## src/rtl/srtg_pkg.sv

```systemverilog
// ----------------------------------------------------------------------------
// srtg_pkg
// Types and constants shared by the segment rate timeline gap counter.
// ----------------------------------------------------------------------------
`default_nettype none

package srtg_pkg;

   localparam int MAX_TRACKS  = 8;
   localparam int MAX_ENTRIES = 64;
   localparam int TRK_W       = $clog2(MAX_TRACKS);
   localparam int NTRK_W      = TRK_W + 1;
   localparam int ENT_W       = $clog2(MAX_ENTRIES);
   localparam int CNT_W       = ENT_W + 1;
   localparam int ADDR_W      = TRK_W + ENT_W;
   localparam int VAL_W       = 32;
   localparam int CFG_W       = 4;

   localparam logic [VAL_W-1:0] NO_RATE  = '1;
   localparam logic [VAL_W-1:0] ALL_ONES = '1;

   typedef enum logic [2:0] {
      KIND_CLEAR  = 3'd0,
      KIND_APPEND = 3'd1,
      KIND_REWIND = 3'd2,
      KIND_LOOKUP = 3'd3,
      KIND_GAP    = 3'd4
   } kind_type;

   typedef enum logic [3:0] {
      ST_IDLE,
      ST_ADV_RD,
      ST_ADV_EV,
      ST_GAP_RD,
      ST_GAP_EV,
      ST_GAP_ADD,
      ST_GAP_END,
      ST_SCAN_TRK,
      ST_SCAN_RD,
      ST_SCAN_EV,
      ST_EMIT
   } state_type;

   typedef struct packed {
      logic [VAL_W-1:0] a;
      logic [VAL_W-1:0] b;
   } alu_req_type;

   typedef struct packed {
      logic [VAL_W-1:0] diff;
      logic             borrow;
      logic             zero;
   } alu_rsp_type;

endpackage

`default_nettype wire

```

## src/rtl/srtg_alu.sv

```systemverilog
// ----------------------------------------------------------------------------
// srtg_alu
// Shared subtract and compare unit used by the sequencer's walk and gap steps.
// ----------------------------------------------------------------------------
`default_nettype none

module srtg_alu
   import srtg_pkg::*;
(
   input  wire alu_req_type alu_req,
   output alu_rsp_type      alu_rsp
);

   logic [VAL_W:0] full_diff;

   assign full_diff      = {1'b0, alu_req.a} - {1'b0, alu_req.b};
   assign alu_rsp.diff   = full_diff[VAL_W-1:0];
   assign alu_rsp.borrow = full_diff[VAL_W];
   assign alu_rsp.zero   = (full_diff[VAL_W-1:0] == '0);

endmodule

`default_nettype wire

```

## config.mk

```make
export PLATFORM = sky130hd
export DESIGN_NAME = srtg_alu
export DESIGN_NICKNAME = d
export VERILOG_FILES = /design/src/rtl/srtg_pkg.sv /design/src/rtl/srtg_alu.sv
export SDC_FILE = /design/constraint.sdc
export NUM_CORES = 1
export LEC_CHECK = 0
export BUFFER_PORTS_ARGS = -buffer_cell sky130_fd_sc_hd__buf_2
export CAP_MARGIN = 15
export CORE_MARGIN = 1.5
export CORE_UTILIZATION = 25
export DETAILED_ROUTE_END_ITERATION = 12
export GPL_TIMING_DRIVEN = 0
export PLACE_DENSITY = 0.47
export SYNTH_ARGS = -nofsm -noshare
export SYNTH_HDL_FRONTEND = slang
export SYNTH_SLANG_ARGS = --single-unit
```

## constraint.sdc

```tcl
create_clock -name vclk -period 4.5
set_clock_uncertainty 0.05 [all_clocks]
set_input_delay 0.225 -clock vclk [all_inputs]
set_output_delay 0.225 -clock vclk [all_outputs]
set_load 0.05 [all_outputs]
```

Word level (Yosys, flattened, before mapping)
Cells that the tools add are included.
{"block": "word_totals", "inputBits": 64, "elab_cells": 2, "regBits": 0}
{"block": "classes", "n_addsub": 1, "n_reduce_logical": 1}
{"operator": "$sub 32x32->33", "count": 1}
{"operator": "$logic_not 32->1", "count": 1}

Longest topological paths before layout
{"block": "depth", "depth_word": 2, "mapped_depth": 13}

Worst setup path before layout
No wires, ideal clock.
{"block": "synth_path", "kind": "input -> output", "start": "input alu_req[32] in the netlist's numbering", "end": "output alu_rsp[0] in the netlist's numbering", "t_arrival_ns": 4.371, "path_stages": 13, "required_time_ns": 4.225, "slack_ns": -0.146, "path_cell_list": "inv_1 -> ha_1 -> fa_1 -> nand2b_1 -> a21oi_1 -> xor2_1 -> or4_1 -> or4_1 -> or4_1 -> or4_1 -> nor3_2 -> o2111ai_1 -> nor4_2"}
{"item": "start: declaration", "line": "srtg_alu.sv:10", "rtl": "input wire alu_req_type alu_req,"}
{"item": "end: declaration", "line": "srtg_alu.sv:11", "rtl": "output alu_rsp_type alu_rsp"}

==> summary.txt <==
Run status
  – Status: finished, final reports clean

Cells and area
  – Filler cells: 794
  – Commonest non-fill, non-tap cell in the layout: buf_2
  – Register area: 0 sq um
  – Most frequent cells in the layout: buf_2, inv_1, ha_1
  – Seq_cells: 0
  – Antenna Cells: 0
  – Area Overhead vs Synth: 35.0%
  – Final Util: 0.352
  – Nets: roughly 470
  – Clock buffers: 0
  – Layout cells sized above 1: 0.293

STA
  – FMAX: 233 MHz
  – RSZ-0062 raised after global routing: false
  – Setup-failing EPs final: 0
  – Setup TNS: 0 ns
  – Relative slew slack: 0.699
  – Crit path time final: 4.29 ns
  – Final Hold Viols: 0
  – Worst slew pin tran: around 0.45 ns
  – Max Slew Vio Count: 0
  – Crit share post-route: 0.953

Power and ir drop
  – Net Sw Frac: 0.713
  – PwrDens: 249 nW/um^2
  – Pint: 173 uW
  – Sequential Power Share: 0
  – Peak supply drop: between 100 and 150 uV
  – Comb pwr share: 1.000
  – Static leakage: 0.00131 uW
  – Clk pwr share: 0
  – Switching pwr: roughly 430 uW

Floorplanning
  – Die area: roughly 7700 sq um
  – Core Area: 6870 sq um
  – Initial Util: 0.261
  – # rows: 30
  – Die width: 87.7 um
  – I/O pin count: 98
  – Die H: roughly 90 um

Synthesis
  – Syn_area_per_cell: 6.64 sq um
  – Seq/Total Area, Yosys: 0
  – Syn Inst Count: 270
  – Post-Syn Nets: 367
  – Synth warn: 0
  – Netlist cell types: 43
  – Post-Syn Area: between 1500 and 2000 sq um

Worst setup path
  – Crit path DAT: about 4.0 ns
  – Crit Path Class: in -> out
  – CP Max Fanout: 3
  – CP dominant cell by count: or4_1
  – Crit path capture type: output port
  – CP Data Required Time: ~4.2 ns
  – Worst path max stage delay: ~0.47 ns
  – Slowest stage cell on the critical path: or4_1
  – CP Buf/Inv Count: 2
  – Critical-path cell list: buf_2 -> ha_1 -> fa_1 -> nand2b_1 -> a21oi_1 -> xor2_1 -> or4_1 -> or4_1 -> or4_1 -> or4_1 -> nor3_2 -> o2111ai_1 -> nor4_4 -> clkbuf_4
  – Family with the most delay on the worst path: simple AND/OR/NAND/NOR gates
  – CP Launch Type: primary input

Route
  – First-pass DRT Iterations: 4
  – Vias per cell: 4.75
  – # DRC: 0
  – Post-DRT Antenna Nets: 0
  – Avg WL per Cell: approximately 12 um
  – Routed via count: roughly 2,200
  – Drt first-iter violations: 25
  – Routed WL: 5.50 mm

Global routing
  – Vias in the first global route: roughly 2,000
  – Largest net degree at the start of global routing: 9
  – GR Overflow Total: 0
  – Initial antenna violation count: 0
  – First-pass GRT wire length: 9.00 mm
  – GRT Total Usage: 0.139

Run
  – Maxcap violations: 0

Placement
  – Routability Congestion: 0.819
  – Dpl hpwl: 4.96 mm
  – I/O Buffers: 98

Min path
  – HP Class: in -> out

CTS
  – Hold-fix buffer count after cts: 0
==> cell usage after synthesis (2+ instances only) <==
cell type / count / area share
nand3_1: 2 / 0.0056
o21ai_0: 15 / 0.042
or3_1: 2 / 0.0070
a21boi_0: 2 / 0.0084
a31o_2: 2 / 0.0098
nand2_1: 20 / 0.042
inv_1: 39 / 0.082
nand2b_1: 3 / 0.010
o211ai_1: 4 / 0.017
o21ai_1: 2 / 0.0056
or4_1: 5 / 0.021
nand4_1: 5 / 0.017
nor2_1: 21 / 0.044
xor2_1: 12 / 0.059
a31oi_1: 7 / 0.024
nor3_1: 5 / 0.014
a21o_1: 12 / 0.050
nor2b_1: 3 / 0.010
xnor2_1: 16 / 0.078
or2_2: 2 / 0.0070
o2111ai_1: 2 / 0.0098
ha_1: 32 / 0.22
o21a_1: 8 / 0.034
clkbuf_1: 3 / 0.0063
a211oi_1: 4 / 0.017
a21oi_1: 25 / 0.070
==> per-layer routing <==
layer / vias to the layer above / wire length (um) / track usage
li1: 1161 / - / -
met1: 977 / 2650 / 0.190
met2: 62 / 2540 / 0.252
met3: 4 / 271 / 0.00754
met4: 0 / 35 / 0.00866
met5: - / 0 / 0
==> path summary, 6_finish.rpt <==
| path | start | endpoint | slack (ns) | depth (start not counted) |
|---|---|---|---|---|
| max | alu_req[0] | alu_rsp[0] | 0.21 | 14 |
| min | alu_req[0] | alu_rsp[2] | 0.84 | 4 |
==> stage by stage <==
| step | total power (uW) | hold WS (ns) | instances | area (sq um) | setup slack [ns] |
|---|---|---|---|---|---|
| global placement | 602 | 0.836 | 464 | 2410 | 0.206 |
| floorplan | 457 | 0.697 | 270 | 1800 | 0.130 |
| global route | 651 | 0.863 | 464 | 2420 | 0.00411 |
| finish | 601 | 0.840 | 464 | 2420 | 0.210 |
| detailed placement | 601 | 0.843 | 464 | 2410 | 0.180 |
| CTS | 604 | 0.845 | 464 | 2410 | 0.175 |
==> power groups by stage <==
| stage | Clock (uW) | Combinational, uW | Sequential [uW] |
|---|---|---|---|
| finish | 0 | 601 | 0 |
| global route | 0 | 651 | 0 |
| CTS | 0 | 604 | 0 |
| detailed placement | 0 | 601 | 0 |
| global placement | 0 | 602 | 0 |
| floorplan | 0 | 457 | 0 |
==> cells by family (layout without fill, tap and decap cells) <==
family / after synthesis / count (layout) / share of synthesized area
XOR/XNOR: 28 / 28 / 0.137
buffers and inverters: 43 / 141 / 0.0908
AND/OR/NAND/NOR: 78 / 78 / 0.228
AO/OA/AOI/OAI: 88 / 88 / 0.309
adder cells (fa/ha/maj): 33 / 33 / 0.235
==> repair_timing <==
| action | 4_1_cts | 5_1_grt |
|---|---|---|
| endpoints found under the setup margin | 0 | 1 |
| buffers inserted | 0 | 0 |
| gates resized for setup | 0 | 2 |
==> final cells by class <==
type / instances / area (sq um) / share of cell area
Buffer: 4 / 16.3 / 0.00673
Inverter: 39 / 146 / 0.0605
Multi-Input combinational cell: 227 / 1640 / 0.679
Tap cell: 96 / 120 / 0.0497
Timing Repair Buffer: 98 / 493 / 0.204
==> worst min-delay path, stage by stage <==
cell	delay [ns]
buf_2	0.08
ha_1	0.12
inv_1	0.04
buf_2	0.20
Power figures use the tool's default switching activity.
